==> config.mk <==
export PLATFORM = sky130hd
export DESIGN_NAME = sensor_frame_light_bargraph_top_flat
export DESIGN_NICKNAME = d
export VERILOG_FILES = /design/src/rtl/core/slb_pkg.sv /design/src/rtl/core/slb_if.sv /design/src/rtl/core/sensor_frame_light_bargraph_top.sv /design/src/rtl/core/slb_front.sv /design/src/rtl/core/slb_queue.sv /design/src/rtl/core/slb_back.sv /design/src/flat_wrapper.sv
export SDC_FILE = /design/constraint.sdc
export NUM_CORES = 1
export LEC_CHECK = 0
export BUFFER_PORTS_ARGS = -buffer_cell sky130_fd_sc_hd__buf_2
export CELL_PAD_IN_SITES_DETAIL_PLACEMENT = 0
export CELL_PAD_IN_SITES_GLOBAL_PLACEMENT = 1
export CORE_MARGIN = 3
export CORE_UTILIZATION = 35
export DETAILED_ROUTE_END_ITERATION = 7
export GPL_ROUTABILITY_DRIVEN = 0
export GPL_TIMING_DRIVEN = 0
export PLACE_DENSITY = 0.59
export SETUP_SLACK_MARGIN = 0.1
export SKIP_LAST_GASP = 1
export SLEW_MARGIN = 15
export SYNTH_ARGS = -nofsm -noshare
export SYNTH_HDL_FRONTEND = slang
export SYNTH_SLANG_ARGS = --single-unit
==> constraint.sdc <==
create_clock -name clock -period 5.8 [get_ports clock]
set_input_delay 1.16 -clock clock [delete_from_list [all_inputs] [get_ports clock]]
set_output_delay 1.16 -clock clock [all_outputs]
set_load 0.005 [all_outputs]
==> src/rtl/core/slb_pkg.sv <==
package slb_pkg;

   // Frame layout
   localparam int MAX_FRAME_DEFAULT = 50;
   localparam logic [7:0] START_BYTE = 8'h02;
   localparam logic [7:0] TYPE_LIGHT = 8'h01;
   localparam logic [2:0] CLASS_MASK = 3'h7;
   localparam int LEN_OVERHEAD = 3;
   localparam int POS_TYPE = 7;
   localparam int POS_CLASS = 10;
   localparam int POS_LIGHT = 16;

   // Threshold registers
   localparam int NUM_THRESH = 6;
   localparam int THRESH_W = 7;
   localparam int CSR_INDEX_W = 3;

   typedef enum logic [CSR_INDEX_W-1:0] {
      CSR_THRESH_ONE   = 3'd0,
      CSR_THRESH_TWO   = 3'd1,
      CSR_THRESH_THREE = 3'd2,
      CSR_THRESH_FOUR  = 3'd3,
      CSR_THRESH_FIVE  = 3'd4,
      CSR_THRESH_SIX   = 3'd5
   } csr_index_type;

   typedef logic [THRESH_W-1:0] thresh_array_type [NUM_THRESH];

   localparam logic [THRESH_W-1:0] THRESH_RESET [NUM_THRESH] = '{
      7'd45, 7'd50, 7'd55, 7'd65, 7'd80, 7'd95
   };

   // Parser phase
   typedef enum logic [1:0] {
      PH_HUNT = 2'd0,
      PH_LEN  = 2'd1,
      PH_BODY = 2'd2
   } phase_type;

   // Queue between parser and grader
   localparam int QUEUE_DEPTH = 4;

   typedef struct packed {
      logic       type_light;
      logic       class_ok;
      logic [7:0] light;
   } frame_event_type;

   // Config write travelling to the grader
   typedef struct packed {
      logic                   we;
      logic [CSR_INDEX_W-1:0] index;
      logic [THRESH_W-1:0]    data;
   } csr_write_type;

   // Bar pattern per level
   function automatic logic [5:0] bar_mask(input logic [2:0] level);
      logic [5:0] m;
      unique case (level)
         3'd1: m = 6'h3F;
         3'd2: m = 6'h1F;
         3'd3: m = 6'h0F;
         3'd4: m = 6'h07;
         3'd5: m = 6'h03;
         3'd6: m = 6'h01;
         default: m = 6'h00;
      endcase
      return m;
   endfunction

endpackage

==> src/rtl/core/slb_if.sv <==
interface slb_req_if;
   logic       valid;
   logic       ready;
   logic [7:0] rx_byte;

   modport source (output valid, output rx_byte, input ready);
   modport sink (input valid, input rx_byte, output ready);
endinterface

interface slb_rsp_if;
   logic              valid;
   logic              ready;
   logic [5:0]        led_mask;
   logic [2:0]        light_level;
   logic signed [7:0] light_reading;

   modport source (output valid, output led_mask, output light_level,
                   output light_reading, input ready);
   modport sink (input valid, input led_mask, input light_level,
                 input light_reading, output ready);
endinterface

==> src/rtl/core/sensor_frame_light_bargraph_top.sv <==
// Channel | Dir | Payload                                    | Handshake
// req_ch  | in  | rx_byte[7:0]                               | valid/ready
// rsp_ch  | out | led_mask[5:0], light_level[2:0],           | valid/ready
//         |     | light_reading[7:0] signed                  |
// csr     | in  | csr_index[2:0], csr_wdata[6:0]             | csr_we
//
// One byte per cycle is accepted while the event queue is not full; a frame end
// is queued at the edge that accepts its last byte and graded into the output
// register when the grader pops it from the queue.
// The parser stalls only when its 4-entry event queue is full; the grader
// stalls only while the output register holds a result not yet taken.
// Reset is synchronous and restores thresholds 45/50/55/65/80/95, level 0.
module sensor_frame_light_bargraph_top #(
   parameter int MAX_FRAME = slb_pkg::MAX_FRAME_DEFAULT
) (
   input  logic                            clock,
   input  logic                            reset,
   slb_req_if.sink                         req_ch,
   slb_rsp_if.source                       rsp_ch,
   input  logic                            csr_we,
   input  logic [slb_pkg::CSR_INDEX_W-1:0] csr_index,
   input  logic [slb_pkg::THRESH_W-1:0]    csr_wdata
);
   import slb_pkg::*;

   logic            push;
   frame_event_type push_event;
   logic            q_full;
   logic            pop;
   logic            q_valid;
   frame_event_type q_event;
   csr_write_type   csr_wr;

   assign csr_wr.we = csr_we;
   assign csr_wr.index = csr_index;
   assign csr_wr.data = csr_wdata;

   slb_front #(.MAX_FRAME(MAX_FRAME)) u_front (
      .clock      (clock),
      .reset      (reset),
      .req_ch     (req_ch),
      .q_full     (q_full),
      .push       (push),
      .push_event (push_event)
   );

   slb_queue u_queue (
      .clock      (clock),
      .reset      (reset),
      .push       (push),
      .push_event (push_event),
      .full       (q_full),
      .pop        (pop),
      .q_valid    (q_valid),
      .q_event    (q_event)
   );

   slb_back u_back (
      .clock   (clock),
      .reset   (reset),
      .csr_wr  (csr_wr),
      .q_valid (q_valid),
      .q_event (q_event),
      .pop     (pop),
      .rsp_ch  (rsp_ch)
   );

endmodule

==> src/rtl/core/slb_front.sv <==
module slb_front #(
   parameter int MAX_FRAME = slb_pkg::MAX_FRAME_DEFAULT
) (
   input  logic                     clock,
   input  logic                     reset,
   slb_req_if.sink                  req_ch,
   input  logic                     q_full,
   output logic                     push,
   output slb_pkg::frame_event_type push_event
);
   import slb_pkg::*;

   localparam int IDX_W = $clog2(MAX_FRAME + 1);

   phase_type        phase_ff, phase_in;
   logic [IDX_W-1:0] idx_ff, idx_in;
   logic [IDX_W-1:0] total_ff, total_in;
   logic [7:0]       type_ff, type_in;
   logic [7:0]       class_ff, class_in;
   logic [7:0]       light_ff, light_in;
   logic [IDX_W-1:0] idx_next;
   logic [8:0]       len_total;
   logic             accept;

   assign req_ch.ready = !q_full;
   assign accept = req_ch.valid && !q_full;
   assign len_total = {1'b0, req_ch.rx_byte} + 9'(LEN_OVERHEAD);
   assign idx_next = idx_ff + IDX_W'(1);

   // Frame tracking and field capture
   always_comb begin
      phase_in = phase_ff;
      idx_in = idx_ff;
      total_in = total_ff;
      type_in = type_ff;
      class_in = class_ff;
      light_in = light_ff;
      push = 1'b0;
      if (accept) begin
         unique case (phase_ff)
            PH_LEN: begin
               if (len_total > 9'(MAX_FRAME)) begin
                  phase_in = PH_HUNT;
                  idx_in = '0;
               end else begin
                  total_in = len_total[IDX_W-1:0];
                  idx_in = IDX_W'(2);
                  phase_in = PH_BODY;
               end
            end
            PH_BODY: begin
               if (idx_ff == IDX_W'(POS_TYPE)) type_in = req_ch.rx_byte;
               if (idx_ff == IDX_W'(POS_CLASS)) class_in = req_ch.rx_byte;
               if (idx_ff == IDX_W'(POS_LIGHT)) light_in = req_ch.rx_byte;
               if (idx_next < total_ff && idx_next != '0) begin
                  idx_in = idx_next;
               end else begin
                  phase_in = PH_HUNT;
                  idx_in = '0;
                  push = 1'b1;
               end
            end
            default: begin
               phase_in = PH_HUNT;
               if (req_ch.rx_byte == START_BYTE) begin
                  phase_in = PH_LEN;
                  idx_in = IDX_W'(1);
                  type_in = '0;
                  class_in = '0;
                  light_in = '0;
               end
            end
         endcase
      end
   end

   // Classified frame end for the grader
   assign push_event.type_light = (type_in == TYPE_LIGHT);
   assign push_event.class_ok = ((class_in[2:0] & CLASS_MASK) == 3'd0);
   assign push_event.light = light_in;

   always_ff @(posedge clock) begin
      if (reset) begin
         phase_ff <= PH_HUNT;
         idx_ff <= '0;
         total_ff <= '0;
         type_ff <= '0;
         class_ff <= '0;
         light_ff <= '0;
      end else begin
         phase_ff <= phase_in;
         idx_ff <= idx_in;
         total_ff <= total_in;
         type_ff <= type_in;
         class_ff <= class_in;
         light_ff <= light_in;
      end
   end

endmodule

==> src/rtl/core/slb_queue.sv <==
module slb_queue (
   input  logic                     clock,
   input  logic                     reset,
   input  logic                     push,
   input  slb_pkg::frame_event_type push_event,
   output logic                     full,
   input  logic                     pop,
   output logic                     q_valid,
   output slb_pkg::frame_event_type q_event
);
   import slb_pkg::*;

   localparam int PTR_W = $clog2(QUEUE_DEPTH);
   localparam int CNT_W = $clog2(QUEUE_DEPTH + 1);

   frame_event_type  mem_ff [QUEUE_DEPTH];
   logic [PTR_W-1:0] wr_ptr_ff, wr_ptr_in;
   logic [PTR_W-1:0] rd_ptr_ff, rd_ptr_in;
   logic [CNT_W-1:0] count_ff, count_in;

   assign full = (count_ff == CNT_W'(QUEUE_DEPTH));
   assign q_valid = (count_ff != '0);
   assign q_event = mem_ff[rd_ptr_ff];

   // Pointer and fill bookkeeping
   always_comb begin
      wr_ptr_in = push ? wr_ptr_ff + PTR_W'(1) : wr_ptr_ff;
      rd_ptr_in = pop ? rd_ptr_ff + PTR_W'(1) : rd_ptr_ff;
      count_in = count_ff + CNT_W'(push) - CNT_W'(pop);
   end

   always_ff @(posedge clock) begin
      if (push) begin
         mem_ff[wr_ptr_ff] <= push_event;
      end
   end

   always_ff @(posedge clock) begin
      if (reset) begin
         wr_ptr_ff <= '0;
         rd_ptr_ff <= '0;
         count_ff <= '0;
      end else begin
         wr_ptr_ff <= wr_ptr_in;
         rd_ptr_ff <= rd_ptr_in;
         count_ff <= count_in;
      end
   end

endmodule

==> src/rtl/core/slb_back.sv <==
module slb_back (
   input  logic                     clock,
   input  logic                     reset,
   input  slb_pkg::csr_write_type   csr_wr,
   input  logic                     q_valid,
   input  slb_pkg::frame_event_type q_event,
   output logic                     pop,
   slb_rsp_if.source                rsp_ch
);
   import slb_pkg::*;

   thresh_array_type thresh_ff;
   logic [7:0]       stored_ff, stored_in;
   logic [2:0]       level_ff, level_in;
   logic             rsp_valid_ff;
   logic [5:0]       mask_ff;
   logic [2:0]       lvl_out_ff;
   logic [7:0]       reading_ff;

   // First threshold the signed reading falls below decides the level
   function automatic logic [2:0] grade(input logic [7:0] raw,
                                        input thresh_array_type th);
      logic signed [8:0] v;
      logic [2:0]        g;
      v = {raw[7], raw};
      priority if (v < $signed({2'b00, th[0]})) g = 3'd1;
      else if (v < $signed({2'b00, th[1]})) g = 3'd2;
      else if (v < $signed({2'b00, th[2]})) g = 3'd3;
      else if (v < $signed({2'b00, th[3]})) g = 3'd4;
      else if (v < $signed({2'b00, th[4]})) g = 3'd5;
      else if (v < $signed({2'b00, th[5]})) g = 3'd6;
      else g = 3'd7;
      return g;
   endfunction

   assign pop = q_valid && (!rsp_valid_ff || rsp_ch.ready);

   // Light update and grading for the popped frame
   always_comb begin
      stored_in = stored_ff;
      level_in = level_ff;
      if (q_event.type_light) begin
         if (q_event.class_ok) stored_in = q_event.light;
         level_in = grade(stored_in, thresh_ff);
      end
   end

   // Threshold registers
   always_ff @(posedge clock) begin
      if (reset) begin
         thresh_ff <= THRESH_RESET;
      end else if (csr_wr.we) begin
         unique case (csr_wr.index)
            CSR_THRESH_ONE:   thresh_ff[0] <= csr_wr.data;
            CSR_THRESH_TWO:   thresh_ff[1] <= csr_wr.data;
            CSR_THRESH_THREE: thresh_ff[2] <= csr_wr.data;
            CSR_THRESH_FOUR:  thresh_ff[3] <= csr_wr.data;
            CSR_THRESH_FIVE:  thresh_ff[4] <= csr_wr.data;
            CSR_THRESH_SIX:   thresh_ff[5] <= csr_wr.data;
            default: ;
         endcase
      end
   end

   // Display state and output register
   always_ff @(posedge clock) begin
      if (reset) begin
         stored_ff <= '0;
         level_ff <= '0;
         rsp_valid_ff <= 1'b0;
      end else begin
         if (pop) begin
            stored_ff <= stored_in;
            level_ff <= level_in;
            rsp_valid_ff <= 1'b1;
         end else if (rsp_ch.ready) begin
            rsp_valid_ff <= 1'b0;
         end
      end
   end

   always_ff @(posedge clock) begin
      if (pop) begin
         mask_ff <= bar_mask(level_in);
         lvl_out_ff <= level_in;
         reading_ff <= stored_in;
      end
   end

   assign rsp_ch.valid = rsp_valid_ff;
   assign rsp_ch.led_mask = mask_ff;
   assign rsp_ch.light_level = lvl_out_ff;
   assign rsp_ch.light_reading = $signed(reading_ff);

endmodule
==> src/flat_wrapper.sv <==
// flat-port wrapper written by rule: the top's interface ports become plain ports
module sensor_frame_light_bargraph_top_flat import slb_pkg::*;
#(
   parameter int MAX_FRAME = slb_pkg::MAX_FRAME_DEFAULT
)
  (clock, reset, csr_we, csr_index, csr_wdata, req_ch_valid, req_ch_rx_byte, req_ch_ready, rsp_ch_valid, rsp_ch_led_mask, rsp_ch_light_level, rsp_ch_light_reading, rsp_ch_ready);
  slb_req_if req_ch_i ();
  slb_rsp_if rsp_ch_i ();
  input  logic clock;
  input  logic reset;
  input  logic csr_we;
  input  logic [slb_pkg::CSR_INDEX_W-1:0] csr_index;
  input  logic [slb_pkg::THRESH_W-1:0] csr_wdata;
  input wire logic [$bits(req_ch_i.valid)-1:0] req_ch_valid;
  input wire logic [$bits(req_ch_i.rx_byte)-1:0] req_ch_rx_byte;
  output wire logic [$bits(req_ch_i.ready)-1:0] req_ch_ready;
  output wire logic [$bits(rsp_ch_i.valid)-1:0] rsp_ch_valid;
  output wire logic [$bits(rsp_ch_i.led_mask)-1:0] rsp_ch_led_mask;
  output wire logic [$bits(rsp_ch_i.light_level)-1:0] rsp_ch_light_level;
  output wire logic [$bits(rsp_ch_i.light_reading)-1:0] rsp_ch_light_reading;
  input wire logic [$bits(rsp_ch_i.ready)-1:0] rsp_ch_ready;
  assign req_ch_i.valid = req_ch_valid;
  assign req_ch_i.rx_byte = req_ch_rx_byte;
  assign req_ch_ready = req_ch_i.ready;
  assign rsp_ch_valid = rsp_ch_i.valid;
  assign rsp_ch_led_mask = rsp_ch_i.led_mask;
  assign rsp_ch_light_level = rsp_ch_i.light_level;
  assign rsp_ch_light_reading = rsp_ch_i.light_reading;
  assign rsp_ch_i.ready = rsp_ch_ready;
  sensor_frame_light_bargraph_top #(.MAX_FRAME(MAX_FRAME)) u_core (.clock(clock), .reset(reset), .req_ch(req_ch_i), .rsp_ch(rsp_ch_i), .csr_we(csr_we), .csr_index(csr_index), .csr_wdata(csr_wdata));
endmodule
==> impl_metrics.toml <==
[die]
pin_count = 42
num_rows = 53
dieHeight_um = 153
start_util_pct = 35.8
die-area_mm2 = 0.0234
die_w_um = 153
coreArea_mm2 = 0.0211

[global_route]
first_global_vias = 5528
grt_util_met3_pct = 3.88
met1_usage_pct = 21.8
gr-total-overflow = 0
grt_max_degree = 28
met2_usage_pct = 27.3
antenna_found_initial = 0
grt_usage_pct = 16.6
grt_pass1_wl_um = 30100
busiest_layer = "met2"

[finish]
fin_area_mm2 = 0.00870
nNetsFinal = 870
fillCellCount = 2084
antenna_cells = 0
area_growth_pct = 15.2
final_util_pct = 41.2
layout-drive-gt1-share_pct = 13.4

[timing]
setup-violations-final = 0
fin_worst_skew_ns = 0.0114
rsz0062_at_grt = "false"
finalHoldViolCount = 0
slew_violations = 0
post-route-period-util_pct = 69.3
setup-tns-final_ns = 0
worstMarginPinSlew_ns = 0.853
max_freq_ghz = 0.249
relSlewSlack_pct = 42.8
period_needed_ns = 4.02
fin_ws_ns = 1.78

[synthesis]
syn_inst = 736
synth_area_mm2 = 0.00755
synth-main-ff-cell = "dfxtp_1"
synth.distinct_cells = 66
yosysSeqAreaShare_pct = 48.1
syn_area_per_cell_um2 = 10.3
synthesis.nets = 815
synth_warnings = 0
async_reset_ff_share_pct = 0
synth-seq-cells = 153
synth_edf_count = 57

[placement]
dp_slack_ns = 1.75
hpwlAfterDp_um = 13400
dpl_cell_area_mm2 = 0.00808
io_buffers = 36

[clock_network]
cts_tree = "done"
clock_sinks = 153
cts_made_buffers = 17
cts-hold-fix-buffers = 0
clkTransAtPathRegs_ns = 0.07
clock_latency_ns = 0.43
htreeDepth = 4
root_buffer = "clkbuf_16"
cts.path.max_buffers = 2
cts-resized-gates = 0
post_cts_buffers = 0

[min_path]
hold_path_class = "reg2reg"
min_path_cells = 2
min_from = "u_core.u_back.thresh_ff[39]"
min_to = "u_core.u_back.thresh_ff[39]"

[routing]
drt-initial-drc-count = 274
vias = 5425
drtAntennaViolNets = 0
dr.pass1.iters = 5
wirelength_um = 18600
wl_per_cell_um = 17.2
via_per_inst = 5.03
route.detailed.drc = 0

[pwr]
ir_drop_mv = 0.171
seqPwrFrac_pct = 41.7
leakage_uw = 0.00347
switching_power_uw = 951
switching_share_pct = 30.8
p_int_uw = 2140
powerDensity_mw_per_mm2 = 355
pwr-share-comb_pct = 21.0
clockPowerShare_pct = 37.2

[run]
maxCapViolCount = 0

[critical_path]
arrival_ns = 4.30
cp_data_required_time_ns = 6.09
r2r_start = "u_core.u_front.idx_ff[0]"
r2r_end = "u_core.u_queue.count_ff[2]"
path_class = "reg2reg"
critPathCaptureType = "register"
reg2reg_setup_slack_ns = 1.78
critPathMaxFanout = 7
worst_setup_path_start_kind = "register"
reg2reg_depth = 18

[run_status]
outcome = "complete, no violations"
-- routing by layer --
| metal | wire [µm] | part of all wire [%] |
|---|---|---|
| met4 | 268 | 1.4 |
| met5 | 0 | 0 |
| met3 | 619 | 3.3 |
| met1 | 8810 | 47 |
| met2 | 8880 | 48 |
-- how the worst max path moves through the flow --
stage | start | end | slack [ns] | cells past startpoint
2_1_floorplan | rsp_ch_ready | u_core.u_queue.count_ff[2] | 2.19 | 12
3_3_place_gp | rsp_ch_ready | u_core.u_queue.count_ff[2] | 1.59 | 13
3_5_place_dp | u_core.u_front.idx_ff[0] | u_core.u_queue.count_ff[2] | 1.75 | 18
4_1_cts | register | u_core.u_back.rsp_ch.led_mask[2] | 1.73 | 13
5_1_grt | u_core.u_front.idx_ff[0] | u_core.u_queue.count_ff[2] | 1.43 | 18
6_report | u_core.u_front.idx_ff[0] | u_core.u_queue.count_ff[2] | 1.78 | 18
-- layout make-up --
class / count / area, µm² / area share [%]
Clock buffer: 17 / 425 / 4.89
Clock inverter: 15 / 191 / 2.20
Buffer: 31 / 141 / 1.63
Inverter: 68 / 255 / 2.93
Timing Repair Buffer: 36 / 180 / 2.07
Multi-Input combinational cell: 484 / 3530 / 40.5
Sequential cell: 153 / 3630 / 41.8
Tap cell: 275 / 344 / 3.96
-- synth_stat cells, types with 4 or more instances --
cell type  instances  area share [%]
xor2_1             6            0.70
nand2b_1           4            0.33
nor2b_1            5            0.41
a31oi_1            5            0.41
a22oi_1            8            0.80
inv_1             66             3.3
nand3_1           11            0.73
mux2i_1           18             2.4
o21a_1             7            0.70
mux4_2             4             1.2
xnor2_1            8            0.93
o21ai_0           15            0.99
a21o_1             6            0.60
a22o_1             9             1.0
a211oi_1           5            0.50
nand2_1           84             4.2
dfxtp_1           96              25
mux4_1             6             2.1
a21boi_0           5            0.50
clkbuf_1          24             1.2
mux2_2            15             2.2
nand4_1            4            0.33
nor3_1            12            0.80
nor2_1            71             3.5
edfxtp_1          57              23
ha_1              55             9.1
and2_1            18             1.5
o211ai_1          19             1.9
o31ai_1            4            0.40
a21oi_1           32             2.1
-- metrics by stage --
step / hold slack (ns) / instances / total power [µW]
CTS: 0.461 / 1079 / 3130
global placement: 0.447 / 1047 / 1950
global route: 0.477 / 1079 / 3260
detailed placement: 0.451 / 1047 / 1970
floorplan: 0.433 / 736 / 1750
finish: 0.461 / 1079 / 3090
-- power by group through the flow --
| stage | clock network [µW] | registers [µW] | logic, µW |
|---|---|---|---|
| after global placement | 0 | 1310 | 643 |
| final | 1150 | 1290 | 649 |
| after detailed placement | 0 | 1310 | 657 |
| after floorplan | 0 | 1320 | 429 |
| after CTS | 1180 | 1290 | 660 |
| after global routing | 1230 | 1300 | 727 |
-- state kept, by name (all words and copies together), names as in the netlist, named ones only --
register	cells
u_core.u_front.light_ff	8
u_core.u_back.rsp_ch.light_level	3
u_core.u_front.class_ff	3
u_core.u_queue.wr_ptr_ff	2
u_core.u_front.type_ff	8
u_core.u_front.phase_ff	2
u_core.u_front.total_ff	6
u_core.u_back.thresh_ff	42
u_core.u_back.rsp_ch.valid	1
u_core.u_back.rsp_ch.light_reading	8
u_core.u_front.idx_ff	6
u_core.u_queue.mem_ff	40
u_core.u_queue.rd_ptr_ff	2
u_core.u_queue.count_ff	3
u_core.u_back.level_ff	3
u_core.u_back.rsp_ch.led_mask	6
u_core.u_back.stored_ff	8
-- logic make-up (layout without fill, tap and decap cells) --
logic type                 Yosys count  after routing  share of synthesized area [%]
xor gates and xnor gates            14             14                           1.62
adders and majority gates           56             56                           9.38
muxes                               45             45                           8.50
DFF                                153            153                           48.1
buffers and inverters               99            167                           5.24
AOI/OAI and AO/OA                  137            137                           12.9
and+or+nand+nor                    232            232                           14.3
-- layout by cell type, fill, tap and decap left out, types with 8 or more instances in the layout --
cell and count:
and2_1 18, a22o_1 9, mux2i_1 18, nor2_1 71
a21oi_1 32, mux2_2 15, ha_1 55, clkbuf_16 17
xnor2_1 8, nor3_1 11, nand3_1 11, dfxtp_1 96
buf_2 37, o21ai_0 15, a22oi_1 8, clkbuf_1 24
edfxtp_1 57, inv_1 66, nand2_1 84, o211ai_1 19
-- critical path, cell delays in order (launching register included) --
cell	delay (ns)
dfxtp_1	0.45
inv_1	0.10
ha_1	0.34
ha_1	0.28
a21boi_0	0.12
o21a_1	0.18
o21a_1	0.16
o21a_1	0.16
o21ai_0	0.40
a21oi_1	0.34
inv_1	0.13
ha_1	0.23
inv_1	0.07
ha_1	0.14
inv_1	0.05
fa_1	0.37
xor2_1	0.18
xnor2_1	0.14
nor2_1	0.05
Power figures use the tool's default switching activity.
